`src/hdl/grl_pkg.sv`:
```
// glyph run layout package: types, register map, reset values and arithmetic helpers
`timescale 1ns / 1ps

package grl_pkg;

  typedef enum logic [1:0] {
    KIND_LOAD   = 2'd0,
    KIND_CHAR   = 2'd1,
    KIND_FINISH = 2'd2
  } kind_e;

  typedef enum logic [2:0] {
    REG_SIZE_PX    = 3'd0,
    REG_PEN_X      = 3'd1,
    REG_PEN_Y      = 3'd2,
    REG_LINE_ADV   = 3'd3,
    REG_DIST_RANGE = 3'd4,
    REG_DENSITY    = 3'd5,
    REG_TINT       = 3'd6
  } reg_e;

  typedef enum logic [1:0] {
    RNG_IDLE,
    RNG_MUL,
    RNG_SEL,
    RNG_DIV
  } rng_state_e;

  localparam logic [7:0]  NEWLINE_CODE = 8'd10;
  localparam int unsigned SCALE_W      = 24;
  localparam int unsigned QUO_W        = 16;
  localparam int unsigned CNT_W        = 4;
  localparam int unsigned NUM_W        = 34;

  localparam logic [15:0] SIZE_PX_RST    = 16'd1024;
  localparam logic [31:0] PEN_X_RST      = 32'd0;
  localparam logic [31:0] PEN_Y_RST      = 32'd0;
  localparam logic [15:0] LINE_ADV_RST   = 16'd4915;
  localparam logic [15:0] DIST_RANGE_RST = 16'd1024;
  localparam logic [15:0] DENSITY_RST    = 16'd8192;
  localparam logic [31:0] TINT_RST       = 32'hFFFF_FFFF;
  localparam logic [15:0] RANGE_RST      = 16'd512;

  typedef struct packed {
    logic               inked;
    logic        [15:0] tex_max_v;
    logic        [15:0] tex_max_u;
    logic        [15:0] tex_min_v;
    logic        [15:0] tex_min_u;
    logic signed [15:0] box_top;
    logic signed [15:0] box_right;
    logic signed [15:0] box_bottom;
    logic signed [15:0] box_left;
    logic signed [15:0] advance;
  } glyph_entry_t;

  // em value times size, floored to q.8
  function automatic logic signed [SCALE_W-1:0] em_scale(input logic signed [16:0] em,
                                                          input logic [15:0] size);
    logic signed [33:0] prod;
    prod = 34'(em) * 34'($signed({1'b0, size}));
    return prod[33:10];
  endfunction

  function automatic logic signed [31:0] sat32(input logic signed [33:0] v);
    if (v[33:31] == 3'b000 || v[33:31] == 3'b111) begin
      return $signed(v[31:0]);
    end else if (v[33]) begin
      return 32'sh8000_0000;
    end else begin
      return 32'sh7FFF_FFFF;
    end
  endfunction

endpackage

```
`src/hdl/grl_range.sv`:
```
// screen distance range unit: multiply then bit-serial divide with saturation
`timescale 1ns / 1ps

module grl_range (
  input  logic        clk_i,
  input  logic        rst_ni,
  input  logic        start_i,
  input  logic [15:0] size_px_i,
  input  logic [15:0] dist_range_i,
  input  logic [15:0] density_i,
  output logic        busy_o,
  output logic [15:0] range_o
);
  import grl_pkg::*;

  rng_state_e state_q, state_d;
  logic [NUM_W-1:0] num_q;
  logic [15:0]      rem_q;
  logic [QUO_W-1:0] quo_q;
  logic [CNT_W-1:0] cnt_q;
  logic [15:0]      range_q;

  logic             do_mul, do_sel, do_step;
  logic [16:0]      trial;
  logic             ge;
  logic [15:0]      rem_step;
  logic [QUO_W-1:0] quo_step;
  logic             last_step;
  logic             overflow;

  assign trial     = {rem_q, quo_q[QUO_W-1]};
  assign ge        = trial >= {1'b0, density_i};
  assign rem_step  = ge ? 16'(trial - {1'b0, density_i}) : trial[15:0];
  assign quo_step  = {quo_q[QUO_W-2:0], ge};
  assign last_step = cnt_q == CNT_W'(QUO_W - 1);
  assign overflow  = num_q[NUM_W-1:QUO_W] >= {2'b00, density_i};

  always_comb begin
    state_d = state_q;
    if (start_i) begin
      state_d = RNG_MUL;
    end else begin
      unique case (state_q)
        RNG_IDLE: state_d = RNG_IDLE;
        RNG_MUL:  state_d = RNG_SEL;
        RNG_SEL:  state_d = (density_i == '0 || overflow) ? RNG_IDLE : RNG_DIV;
        RNG_DIV:  state_d = last_step ? RNG_IDLE : RNG_DIV;
        default:  state_d = RNG_IDLE;
      endcase
    end
  end

  always_comb begin
    busy_o  = state_q != RNG_IDLE;
    do_mul  = state_q == RNG_MUL;
    do_sel  = state_q == RNG_SEL;
    do_step = state_q == RNG_DIV;
  end

  always_ff @(posedge clk_i or negedge rst_ni) begin
    if (!rst_ni) begin
      state_q <= RNG_IDLE;
      cnt_q   <= '0;
      range_q <= RANGE_RST;
    end else begin
      state_q <= state_d;
      if (do_sel) begin
        cnt_q <= '0;
        if (density_i == '0) begin
          range_q <= dist_range_i;
        end else if (overflow) begin
          range_q <= 16'hFFFF;
        end
      end else if (do_step) begin
        cnt_q <= cnt_q + 1'b1;
        if (last_step) begin
          range_q <= quo_step;
        end
      end
    end
  end

  always_ff @(posedge clk_i) begin
    if (do_mul) begin
      num_q <= {32'(dist_range_i) * 32'(size_px_i), 2'b00};
    end
    if (do_sel) begin
      rem_q <= num_q[QUO_W+15:QUO_W];
      quo_q <= num_q[QUO_W-1:0];
    end else if (do_step) begin
      rem_q <= rem_step;
      quo_q <= quo_step;
    end
  end

  assign range_o = range_q;

endmodule

```
`config.mk`:
```
export PLATFORM = sky130hd
export DESIGN_NAME = grl_range
export DESIGN_NICKNAME = d
export VERILOG_FILES = /design/src/hdl/grl_pkg.sv /design/src/hdl/grl_range.sv
export SDC_FILE = /design/constraint.sdc
export NUM_CORES = 1
export LEC_CHECK = 0
export ABC_AREA = 1
export BUFFER_PORTS_ARGS = -buffer_cell sky130_fd_sc_hd__buf_2
export CAP_MARGIN = 0
export CORE_MARGIN = 1
export CORE_UTILIZATION = 38
export CTS_CLUSTER_SIZE = 10
export DETAILED_ROUTE_END_ITERATION = 6
export HOLD_SLACK_MARGIN = 0.03
export PLACE_DENSITY_LB_ADDON = 0.25
export SYNTH_ARGS = -nofsm -noshare
export SYNTH_HDL_FRONTEND = slang
export SYNTH_SLANG_ARGS = --single-unit
```
`constraint.sdc`:
```
create_clock -name clk_i -period 3.48 [get_ports clk_i]
set_clock_uncertainty 0.2 [all_clocks]
set_input_delay 0.174 -clock clk_i [delete_from_list [all_inputs] [get_ports clk_i]]
set_output_delay 0.174 -clock clk_i [all_outputs]
set_load 0.02 [all_outputs]
```
# Word-level counts from Yosys, hierarchy flattened
# Cells that the tools add are included.
dict set report classes {
  add_sub_neg 2
  n_mul 1
  n_lt_le_gt_ge 2
  n_eq_ne 5
  mux 16
  n_reduce_logical 7
}
# cell n
set ops {}
lappend ops {{$mux 16} 10}
lappend ops {{$mul 16x16->32} 1}
lappend ops {{$ge 18x16->1} 1}
lappend ops {{$ge 17x16->1} 1}
lappend ops {{$logic_not 16->1} 1}
lappend ops {{$sub 16x16->16} 1}
lappend ops {{$mux 4} 2}
lappend ops {{$pmux 2 s4} 1}
lappend ops {{$mux 2} 3}
lappend ops {{$reduce_bool 2->1} 3}
lappend ops {{$add 4x1->4 const B} 1}
lappend ops {{$eq 2x2->1 const B} 2}
lappend ops {{$eq 4x4->1 const B} 1}
lappend ops {{$ne 3x1->1 const B} 1}
lappend ops {{$reduce_and 3->1} 1}
lappend ops {{$eq 2x1->1 const B} 1}
lappend ops {{$logic_not 2->1} 1}
lappend ops {{$logic_or 1x1->1} 1}
dict set report totals {
  register_bits 86
  in_bits 51
  output_inout_bits 17
  elab_cells 40
}

# Depth between registers and ports, before layout
dict set report logic_depth {
  depth_word 5
  depth_mapped 26
  ltp_nobuf 25
}

# Least setup slack after synthesis
# OpenSTA, ideal clock, no wires.
dict set report synth_path {
  kind {input to register}
  from {in dist_range_i[5]}
  to {reg num_q[31] (data pin)}
  setup_time_ns 0.252
  arrival_time_ns 5.135
  t_required_ns 3.028
  slack_ns -2.107
  cell_stages 24
  n_path_buf 2
  cell_sequence {clkbuf_1 > clkbuf_1 > nand2_1 > fa_1 > inv_1 > fa_1 > inv_1 > fa_1 > inv_1 > fa_1 > fa_1 > inv_1 > fa_1 > inv_1 > ha_1 > a21o_1 > nand2_1 > nand2_1 > a21oi_1 > nor2_1 > nor2_1 > nand2_1 > nand2_1 > nand2_1}
}
dict set report synth_between {
  elab_chain_len 1
}
# element line_no
set synth_rtl {}
lappend synth_rtl {{from (decl)} grl_range.sv:9} ;# input logic [15:0] dist_range_i,
lappend synth_rtl {{$mul 16x16->32} grl_range.sv:85} ;# num_q <= {32'(dist_range_i) * 32'(size_px_i), 2'b00};
lappend synth_rtl {{to (signal assigned)} grl_range.sv:85}
lappend synth_rtl {{to (decl)} grl_range.sv:17} ;# logic [NUM_W-1:0] num_q;
# Every way passes these cells.
# A chain may end at the register's enable or synchronous reset.

# Worst setup path after layout
dict set report layout_path {
  from {in dist_range_i[6]}
  to {reg num_q[32] (data pin)}
}
# The elaborated chain is that of the path after synthesis.

==> impl_metrics.csv <==
group,metric,value,unit
status,status,"complete, but fails checks",
status,failed_checks,"setup timing",
critical_path,crit_arrival,4730,ps
timing,setup_violations,26,
drt,drt_iter0_drc,700,
logic_synthesis,syn_area_per_cell,7.537,sq um
logic_synthesis,ys.flop_type,"edfxtp_1",
critical_path,endpoint_kind,"flop",
clocking,clk_pin_slew,70,ps
critical_path,cp_top_family,"adder cells",
global_routing,grt_max_degree,78,
place,place_congestion,0.9190,
drt,drt-pass1-iter-count,5,
timing,slew-limit-headroom,57.89,%
die,core_area,36700,sq um
clocking,h-tree-depth,3,
flow_run,cap_violations,0,
critical_path,cp_cell_sequence,"buf_12 > buf_4 > nand2_1 > fa_2 > inv_1 > fa_1 > fa_1 > fa_2 > fa_1 > inv_1 > fa_1 > inv_2 > ha_4 > nand2_4 > inv_2 > nand2_4 > nor2_4 > nand4_1 > nand3_1 > nand2_1",
logic_synthesis,synthCells,1889,
drt,vias_per_cell,4.777,
timing,setup_ws,-1347,ps
drt,num_vias,12100,
logic_synthesis,ys_ff_latch,86,
die,std_cell_rows,70,
critical_path,start_kind,"primary input",
clocking,clockBufferDepth,2,
logic_synthesis,synth_edf_count,64,
die,chipWidth,195.6,um
timing,worstMarginPinSlew,630.1,ps
global_routing,gr-total-overflow,0,
critical_path,required,3380,ps
logic_synthesis,syn-cell-area,14240,sq um
drt,drc,0,
logic_synthesis,yosys_warnings,0,
critical_path,cp_slowest_stage_delay,530,ps
die,io_pins,68,
die,die_height,195.6,um
critical_path,worst_path_max_delay_cell,"fa_2",
clocking,cts_tree,"done",
timing,fin_crit_sh,138.7,%
drt,wl_per_cell,15.34,um
clocking,numCtsBuffers,9,
global_routing,first_global_vias,12637,
die,start_util,38.80,%
timing,max_freq,207.2,MHz
clocking,clock_sinks,86,
timing,period_needed,4827,ps
logic_synthesis,synth.yosys.seq_area_share,17.37,%
min_path,min_path_type,"primary input to flop",
final_layout,diodes,0,
logic_synthesis,synthArstFlopShare,25.58,%
critical_path,worstSetupPathType,"primary input to flop",
final_layout,finalNetCount,2443,
global_routing,antenna_found_initial,0,
critical_path,path_common_cell,"fa_1",
critical_path,crit_buf_inv,6,
place,io_buffer_count,67,
final_layout,drive_gt1_share,24.26,%
logic_synthesis,syn-num-nets,2272,
global_routing,grt_pass1_wl,64470,um
final_layout,final_cell_mix,"512 x nand2_1, 421 x inv_1, 180 x fa_1",
critical_path,worstPathMaxFanout,6,
place,hpwl,32420,um
clocking,clock-root-buffer,"clkbuf_16",
global_routing,grtUsageTotal,21.34,%
drt,drtAntennaViolNets,0,
drt,wl,38850,um
clocking,clk-insertion-delay-late,350,ps
final_layout,final_common_cell,"nand2_1",
timing,setup-tns-final,-29340,ps
timing,maxSlewViolCount,0,
logic_synthesis,ys_types,33,
final_layout,syn2layout_area_growth,27.45,%
die,dieArea,38250,sq um
place,post-place-ws,-2025,ps
timing,hold_viol,0,
timing,rsz0062_at_grt,"yes",
through the flow:
step	utilization [%]	instance area, sq um	hold slack (ps)	std cells
global placement	44.83	16450	-41.75	2485
floorplan	-	15320	-321.6	1889
CTS	48.78	17900	59.39	2526
global route	49.45	18150	115.4	2533
detailed placement	44.83	16450	-37.47	2485
finish	49.45	18150	63.32	2533
per-layer routing:
| layer | track usage (%) | vias up | share of wire [%] |
|---|---|---|---|
| met5 | 0 | - | 0 |
| met4 | 3.995 | 0 | 1.2 |
| met3 | 2.107 | 34 | 4.2 |
| met2 | 37.53 | 259 | 49 |
| met1 | 28.55 | 5858 | 45 |
| li1 | - | 5949 | - |
worst min-delay path, delay by kind of cell:
family | cells | cell delay, ps
buffers and inverters | 1 | 130
AND/OR/NAND/NOR | 2 | 110
AO/OA/AOI/OAI | 2 | 170
synth_stat cells (9+ instances only):
master,number,area [sq um]
a21oi_1,48,240.2
nand4_1,16,100.1
o21ai_0,65,325.3
nand2_1,575,2158
nor2_1,71,266.5
clkbuf_1,70,262.8
edfxtp_1,64,1922
nand3b_1,21,157.7
xor2_1,19,166.4
inv_1,466,1749
ha_1,137,1714
dfrtp_1,21,525.5
nor3_1,14,70.07
xnor2_1,9,78.83
nand3_1,52,260.3
fa_1,195,3904
registers in the layout (all words and copies together), names as in the netlist:
register / count
range_o: 16
quo_q: 16
cnt_q: 4
num_q: 32
state_q: 2
rem_q: 16
what timing repair did:
action	CTS	global route
pin swaps	103	44
gates resized for setup	245	53
cloned	2	0
hold buffers	2	0
endpoints found under the setup margin	26	26
buffers inserted	24	7
endpoints found under the hold margin	24	0
cell type report:
type                       instances  area [sq um]
multi-input combinational       1250         10780
fill                            3506         18550
tap                              468         585.6
clock inverter                     7         72.57
clock buffer                       9         225.2
sequential                        86          2474
timing repair buffer             242          2242
inverter                         471          1770
worst paths after layout:
check / startpoint / end / slack [ps] / cells past startpoint
min in group asynchronous: rst_ni / range_o[4] / 120 / 2
min reg2reg: cnt_q[3] / cnt_q[3] / 270 / 1
min: dist_range_i[12] / range_o[12] / 60 / 5
max in group asynchronous: rst_ni / range_o[9] / 2600 / 2
max: dist_range_i[6] / num_q[32] / -1350 / 20
max reg2reg: rem_q[13] / rem_q[15] / 760 / 11
cells by family after synthesis:
group / after synthesis / synth area share, %
adder cells (fa/ha/maj): 332 / 39.46
XOR/XNOR: 28 / 1.723
AND/OR/NAND/NOR: 765 / 22.12
AO/OA/AOI/OAI: 125 / 4.605
buffers and inverters: 553 / 14.72
flip-flops: 86 / 17.37
Power is left out: the tool's default activity adds up to more than one toggle a clock period on the data nets, which glitch-free logic cannot reach.
